File: src/design/kts_pkg.sv
// Shared types, codes and helpers of the keyframe track sampler.
`timescale 1ns / 1ps
`default_nettype none
package kts_pkg;

  localparam int KEYS_DEF   = 64;
  localparam int DIV_STEPS  = 18;
  localparam int SQRT_STEPS = 32;

  localparam logic [2:0] FN_CLR = 3'd0;
  localparam logic [2:0] FN_LDS = 3'd1;
  localparam logic [2:0] FN_LDR = 3'd2;
  localparam logic [2:0] FN_LDP = 3'd3;
  localparam logic [2:0] FN_SMP = 3'd4;

  localparam logic [31:0] ONE_Q16 = 32'h0001_0000;

  typedef struct packed {
    logic [2:0]         func;
    logic [31:0]        time_ticks;
    logic signed [31:0] val_x;
    logic signed [31:0] val_y;
    logic signed [31:0] val_z;
    logic signed [31:0] val_w;
  } kts_in_t;

  typedef struct packed {
    logic signed [31:0] scale_x;
    logic signed [31:0] scale_y;
    logic signed [31:0] scale_z;
    logic signed [31:0] rot_x;
    logic signed [31:0] rot_y;
    logic signed [31:0] rot_z;
    logic signed [31:0] rot_w;
    logic signed [31:0] pos_x;
    logic signed [31:0] pos_y;
    logic signed [31:0] pos_z;
  } kts_out_t;

  typedef enum logic [4:0] {
    OP_NOP, OP_LATCH, OP_EXEC, OP_IDENT, OP_SCAN_INIT, OP_TRD, OP_SCAN,
    OP_DIV_NORM, OP_DIV_STEP, OP_BLEND_SET, OP_VRD_A, OP_VRD_B, OP_LAT_B,
    OP_SQ, OP_SQ_ACC, OP_SQRT_INIT, OP_SQRT_STEP, OP_NZERO, OP_NSET,
    OP_DOT, OP_DOT_ACC, OP_LERP_MUL, OP_LERP_ADD
  } kts_op_t;

  typedef struct packed {
    kts_op_t    op;
    logic [1:0] trk;
    logic [1:0] k;
    logic       sel;
  } kts_cmd_t;

  typedef struct packed {
    logic [2:0] empty;
    logic       go_rd;
    logic       go_div;
    logic       r_zero;
  } kts_sts_t;

  function automatic logic [3:0] res_base(input logic [1:0] trk);
    case (trk)
      2'd0:    res_base = 4'd0;
      2'd1:    res_base = 4'd3;
      default: res_base = 4'd7;
    endcase
  endfunction

endpackage
`default_nettype wire

File: src/design/kts_ctrl.sv
// Controller: sequences load, clear and the per-track sample steps.
`timescale 1ns / 1ps
`default_nettype none
module kts_ctrl (
  input  logic              clk,
  input  logic              rst_n,
  input  logic              start,
  input  logic [2:0]        in_func,
  input  kts_pkg::kts_sts_t sts,
  output kts_pkg::kts_cmd_t cmd,
  output logic              busy,
  output logic              out_valid
);
  import kts_pkg::*;

  typedef enum logic [22:0] {
    ST_IDLE   = 23'd1 << 0,
    ST_EXEC   = 23'd1 << 1,
    ST_TRK    = 23'd1 << 2,
    ST_RD     = 23'd1 << 3,
    ST_CMP    = 23'd1 << 4,
    ST_DIV    = 23'd1 << 5,
    ST_BSET   = 23'd1 << 6,
    ST_VA     = 23'd1 << 7,
    ST_VB     = 23'd1 << 8,
    ST_LB     = 23'd1 << 9,
    ST_SQ     = 23'd1 << 10,
    ST_SQACC  = 23'd1 << 11,
    ST_SQRT0  = 23'd1 << 12,
    ST_SQRT   = 23'd1 << 13,
    ST_NCHK   = 23'd1 << 14,
    ST_NDIV   = 23'd1 << 15,
    ST_NSET   = 23'd1 << 16,
    ST_DOT    = 23'd1 << 17,
    ST_DOTACC = 23'd1 << 18,
    ST_LMUL   = 23'd1 << 19,
    ST_LADD   = 23'd1 << 20,
    ST_NEXT   = 23'd1 << 21,
    ST_OUT    = 23'd1 << 22
  } kts_state_t;

  kts_state_t state_r, state_nxt;
  logic [1:0] trk_r, trk_nxt, k_r, k_nxt;
  logic       sel_r, sel_nxt;
  logic [5:0] cnt_r, cnt_nxt;
  kts_op_t    op;

  assign cmd.op    = op;
  assign cmd.trk   = trk_r;
  assign cmd.k     = k_r;
  assign cmd.sel   = sel_r;
  assign busy      = state_r != ST_IDLE;
  assign out_valid = state_r == ST_OUT;

  always_comb begin
    state_nxt = state_r;
    trk_nxt   = trk_r;
    k_nxt     = k_r;
    sel_nxt   = sel_r;
    cnt_nxt   = cnt_r;
    op        = OP_NOP;
    unique case (state_r)
      ST_IDLE: begin
        if (start) begin
          op = OP_LATCH;
          if (in_func == FN_SMP) begin
            trk_nxt   = 2'd0;
            state_nxt = ST_TRK;
          end else if (in_func <= FN_LDP) begin
            state_nxt = ST_EXEC;
          end
        end
      end
      ST_EXEC: begin
        op        = OP_EXEC;
        state_nxt = ST_IDLE;
      end
      ST_TRK: begin
        if (sts.empty[trk_r]) begin
          op        = OP_IDENT;
          state_nxt = ST_NEXT;
        end else begin
          op        = OP_SCAN_INIT;
          state_nxt = ST_RD;
        end
      end
      ST_RD: begin
        op        = OP_TRD;
        state_nxt = ST_CMP;
      end
      ST_CMP: begin
        op = OP_SCAN;
        if (sts.go_rd) begin
          state_nxt = ST_RD;
        end else if (sts.go_div) begin
          cnt_nxt   = '0;
          state_nxt = ST_DIV;
        end else begin
          state_nxt = ST_VA;
        end
      end
      ST_DIV: begin
        op      = OP_DIV_STEP;
        cnt_nxt = cnt_r + 6'd1;
        if (cnt_r == 6'(DIV_STEPS - 1)) begin
          state_nxt = ST_BSET;
        end
      end
      ST_BSET: begin
        op        = OP_BLEND_SET;
        state_nxt = ST_VA;
      end
      ST_VA: begin
        op        = OP_VRD_A;
        state_nxt = ST_VB;
      end
      ST_VB: begin
        op        = OP_VRD_B;
        state_nxt = ST_LB;
      end
      ST_LB: begin
        op      = OP_LAT_B;
        k_nxt   = 2'd0;
        sel_nxt = 1'b0;
        state_nxt = (trk_r == 2'd1) ? ST_SQ : ST_LMUL;
      end
      ST_SQ: begin
        op        = OP_SQ;
        state_nxt = ST_SQACC;
      end
      ST_SQACC: begin
        op    = OP_SQ_ACC;
        k_nxt = k_r + 2'd1;
        state_nxt = (k_r == 2'd3) ? ST_SQRT0 : ST_SQ;
      end
      ST_SQRT0: begin
        op        = OP_SQRT_INIT;
        cnt_nxt   = '0;
        state_nxt = ST_SQRT;
      end
      ST_SQRT: begin
        op      = OP_SQRT_STEP;
        cnt_nxt = cnt_r + 6'd1;
        if (cnt_r == 6'(SQRT_STEPS - 1)) begin
          state_nxt = ST_NCHK;
        end
      end
      ST_NCHK: begin
        if (sts.r_zero) begin
          op    = OP_NZERO;
          k_nxt = 2'd0;
          if (!sel_r) begin
            sel_nxt   = 1'b1;
            state_nxt = ST_SQ;
          end else begin
            state_nxt = ST_DOT;
          end
        end else begin
          op        = OP_DIV_NORM;
          cnt_nxt   = '0;
          state_nxt = ST_NDIV;
        end
      end
      ST_NDIV: begin
        op      = OP_DIV_STEP;
        cnt_nxt = cnt_r + 6'd1;
        if (cnt_r == 6'(DIV_STEPS - 1)) begin
          state_nxt = ST_NSET;
        end
      end
      ST_NSET: begin
        op    = OP_NSET;
        k_nxt = k_r + 2'd1;
        if (k_r != 2'd3) begin
          state_nxt = ST_NCHK;
        end else if (!sel_r) begin
          sel_nxt   = 1'b1;
          state_nxt = ST_SQ;
        end else begin
          state_nxt = ST_DOT;
        end
      end
      ST_DOT: begin
        op        = OP_DOT;
        state_nxt = ST_DOTACC;
      end
      ST_DOTACC: begin
        op    = OP_DOT_ACC;
        k_nxt = k_r + 2'd1;
        state_nxt = (k_r == 2'd3) ? ST_LMUL : ST_DOT;
      end
      ST_LMUL: begin
        op        = OP_LERP_MUL;
        state_nxt = ST_LADD;
      end
      ST_LADD: begin
        op    = OP_LERP_ADD;
        k_nxt = k_r + 2'd1;
        if (k_r == ((trk_r == 2'd1) ? 2'd3 : 2'd2)) begin
          state_nxt = ST_NEXT;
        end else begin
          state_nxt = ST_LMUL;
        end
      end
      ST_NEXT: begin
        trk_nxt   = trk_r + 2'd1;
        state_nxt = (trk_r == 2'd2) ? ST_OUT : ST_TRK;
      end
      ST_OUT: begin
        state_nxt = ST_IDLE;
      end
      default: begin
        state_nxt = ST_IDLE;
      end
    endcase
  end

  always_ff @(posedge clk) begin
    if (!rst_n) begin
      state_r <= ST_IDLE;
      trk_r   <= '0;
      k_r     <= '0;
      sel_r   <= 1'b0;
      cnt_r   <= '0;
    end else begin
      state_r <= state_nxt;
      trk_r   <= trk_nxt;
      k_r     <= k_nxt;
      sel_r   <= sel_nxt;
      cnt_r   <= cnt_nxt;
    end
  end

endmodule
`default_nettype wire

File: config.mk
export PLATFORM = sky130hd
export DESIGN_NAME = kts_ctrl
export DESIGN_NICKNAME = d
export VERILOG_FILES = /design/src/design/kts_pkg.sv /design/src/design/kts_ctrl.sv
export SDC_FILE = /design/constraint.sdc
export NUM_CORES = 1
export LEC_CHECK = 0
export BUFFER_PORTS_ARGS = -buffer_cell sky130_fd_sc_hd__buf_2
export CAP_MARGIN = 20
export CORE_ASPECT_RATIO = 1.2
export CORE_MARGIN = 2
export CORE_UTILIZATION = 60
export DETAILED_ROUTE_END_ITERATION = 8
export GPL_TIMING_DRIVEN = 0
export PLACE_DENSITY_LB_ADDON = 0.2
export SLEW_MARGIN = 40
export SYNTH_ARGS = -nofsm -noshare
export SYNTH_HDL_FRONTEND = slang
export SYNTH_SLANG_ARGS = --single-unit
export TNS_END_PERCENT = 1
File: constraint.sdc
create_clock -name clk -period 7.35 [get_ports clk]
set_clock_uncertainty 0.2 [all_clocks]
set_input_delay 2.205 -clock clk [delete_from_list [all_inputs] [get_ports clk]]
set_output_delay 2.205 -clock clk [all_outputs]
set_load 0.03 [all_outputs]
==> flow_summary.toml <==
[drt]
drt-vias-per-instance = 6.37
wl_mm = 5.95
vias = 2324
drtIter0Drc = 181
antenna_left = 0
route.detailed.drc = 0
dr.pass1.iters = 4
routedWlPerCell_um = 16.3

[timing]
max_freq_mhz = 170
fin_tns_setup_ps = 0
worst_pin_slew_ps = 785
fin_crit_sh = 0.802
hold-worst-slack_ps = 294
fin_crit_ps = 5900
rsz0062_at_grt = "false"
setup_viol = 0
finalMaxSlewViolations = 0
finalHoldViolations = 0
max-slew-margin-rel = 0.472

[worst_setup_path]
path_class = "input port to output pin"
worstReg2RegStart = "state_r[15]$_SDFFE_PN0P_"
rrSetupSlack_ps = 3680
worstPathMaxFanout = 3
crit_chain = "buf_2 > mux2i_1 > o21ai_0 > a21oi_1 > nand3_1 > a2111o_1 > buf_2"
critPathLaunch = "sts[4]"
critPathArrivalTime_ps = 3490
crit_path_start_kind = "input port"
cp-end-kind = "output pin"
ff2ff_path_depth = 10
cp-endpoint = "cmd[5]"
critical-path-max-stage-delay_ps = 390
cp_common_cell = "buf_2"
worst_path_max_delay_cell = "a2111o_1"
cp.required_ps = 4950
rr_endpoint = "state_r[9]$_SDFFE_PN0P_"

[clock_tree]
numCtsBuffers = 5
clk_path_buf_depth = 2
postCtsHoldBufs = 0
cts_tree = "yes"
clockRootBuffer = "clkbuf_8"
post_cts.repair.setup_buffers = 0
post_cts_resized = 0
clock_latency_ps = 300
cts.sinks = 34
htree_levels = 2
path_clk_slew_ps = 70

[power]
p_total_uw = 391
p_per_area_nw_per_um2 = 157
ir_worst_vdd_uv = 129
p_leak_nw = 1.01

[floorplan]
design.core.area_um2 = 3600
fp.dieArea_um2 = 4260
die_h_um = 71.1
io_pins = 24
rows = 24
die_x_um = 59.9
initial_core_util = 0.625

[synth]
yosysSeqAreaShare = 0.302
synth_mux_area_frac = 0.00445
dominantRegCellSynth = "dfxtp_1"
synthesis.nets = 314
synth_edf_count = 0
yosys_warnings = 0
synth_top_family_by_area = "simple AND/OR/NAND/NOR gates"
ys_ff_latch = 34
yosysUniqueCellTypes = 52
synth_xor_xnor_area_share = 0.0311
syn_area_um2 = 2250
synth-async-reset-ratio = 0
synth-compound-area-share = 0.180
synth_cells = 297
synth_adder_area_share = 0.0278
avgSynthCellArea_um2 = 7.58
yosys.area_share.simple = 0.410

[cells_and_area]
drive_gt1_frac = 0.132
final_cell_mix = "nor2_1 (36), dfxtp_1 (34), nand2_1 (29)"
area_delta_synth_final_pct = 10.5
layout.nets = 343
num_antenna_cells = 0
layout_commonest_cell = "nor2_1"

[run]
maxCapViolations = 0

[grt]
top_usage_layer = "met2"
gr-total-overflow = 0
met1_usage = 0.385
grt_util_met2 = 0.479
antenna_found_initial = 0
grt_pass1_vias = 2125
grt_max_degree = 11
grt_pass1_wl_mm = 9.58
grtUsageTotal = 0.299
grtUsageMet3 = 0.0676

[run_status]
outcome = "finished clean"

[placed_design]
io_buffers = 22
gp_congestion = 0.961
dp_hpwl_mm = 4.52

[worst_hold_path]
hold_class = "flip-flop to flip-flop"
min_path_cells = 2
[kinds of logic after synthesis]
group | count (synthesis)
compound gates | 56
xor+xnor | 8
fa+ha+maj | 5
buf+inv | 24
flops | 34
mux | 1
simple gates | 169
[registers in the layout (all words and copies together) (netlist names)]
signal,flops
k_r,2
trk_r,2
sel_r,1
cnt_r,6
state_r,23
[area by class of cell]
type	count	area, µm²
Multi-Input combinational cell	239	1470
Timing Repair Buffer	22	110
Buffer	15	65.1
Sequential cell	34	681
Tap cell	39	48.8
Fill cell	326	1120
Clock buffer	7	76.3
Inverter	9	33.8
[through the flow]
step                setup slack, ps  instance area, µm²  std cells   util
global route                   1280                2490        365  0.690
detailed placement             1470                2410        358  0.669
global placement               1480                2410        358  0.669
finish                         1450                2490        365  0.690
CTS                            1470                2490        365  0.690
floorplan                      1760                2250        297      -
[worst min path at each step]
stage                        from            endpoint  slack [ps]
2_1_floorplan  sel_r$_SDFFE_PN0P_  sel_r$_SDFFE_PN0P_         270
3_3_place_gp   sel_r$_SDFFE_PN0P_  sel_r$_SDFFE_PN0P_         290
3_5_place_dp   sel_r$_SDFFE_PN0P_  sel_r$_SDFFE_PN0P_         290
4_1_cts        sel_r$_SDFFE_PN0P_  sel_r$_SDFFE_PN0P_         300
5_1_grt        sel_r$_SDFFE_PN0P_  sel_r$_SDFFE_PN0P_         350
6_report       sel_r$_SDFFE_PN0P_  sel_r$_SDFFE_PN0P_         290
[synthesized netlist by cell type, types with 3 or more instances]
cell	n	share of area
a21boi_0	8	0.027
a21oi_1	8	0.018
a2bb2oi_1	3	0.012
buf_2	4	0.0089
clkbuf_1	10	0.017
dfxtp_1	34	0.30
ha_1	5	0.028
inv_1	9	0.015
nand2_1	29	0.048
nand2b_1	11	0.031
nand3_1	16	0.036
nand3b_1	3	0.010
nand4_1	6	0.017
nand4b_1	5	0.019
nor2_1	36	0.060
nor3_1	16	0.036
nor3b_1	5	0.017
nor4_1	8	0.022
nor4b_1	4	0.016
o211ai_1	3	0.010
o21a_1	7	0.023
o21ai_0	10	0.022
or2_2	6	0.017
or4_1	8	0.027
xor2_1	6	0.023
[critical path, delay by kind of cell]
| kind | cells | cell delay, ps |
|---|---|---|
| muxes | 1 | 110 |
| and+or+nand+nor | 1 | 130 |
| AOI/OAI and AO/OA | 3 | 770 |
| buffers and inverters | 2 | 270 |
[layer usage]
layer  vias to the layer above  wire length (µm)
met1                      1074              2580
met5                         -                 0
met2                        88              2910
met4                         0                82
li1                       1154                 -
met3                         8               377
[report_power, final]
part | leakage [nW] | internal (mW) | switching [mW]
logic | 0.694 | 0.0224 | 0.0459
registers | 0.274 | 0.186 | 0.00267
clock network | 0.0383 | 0.0652 | 0.0687
Note: power is estimated with default switching activity, not from simulation.
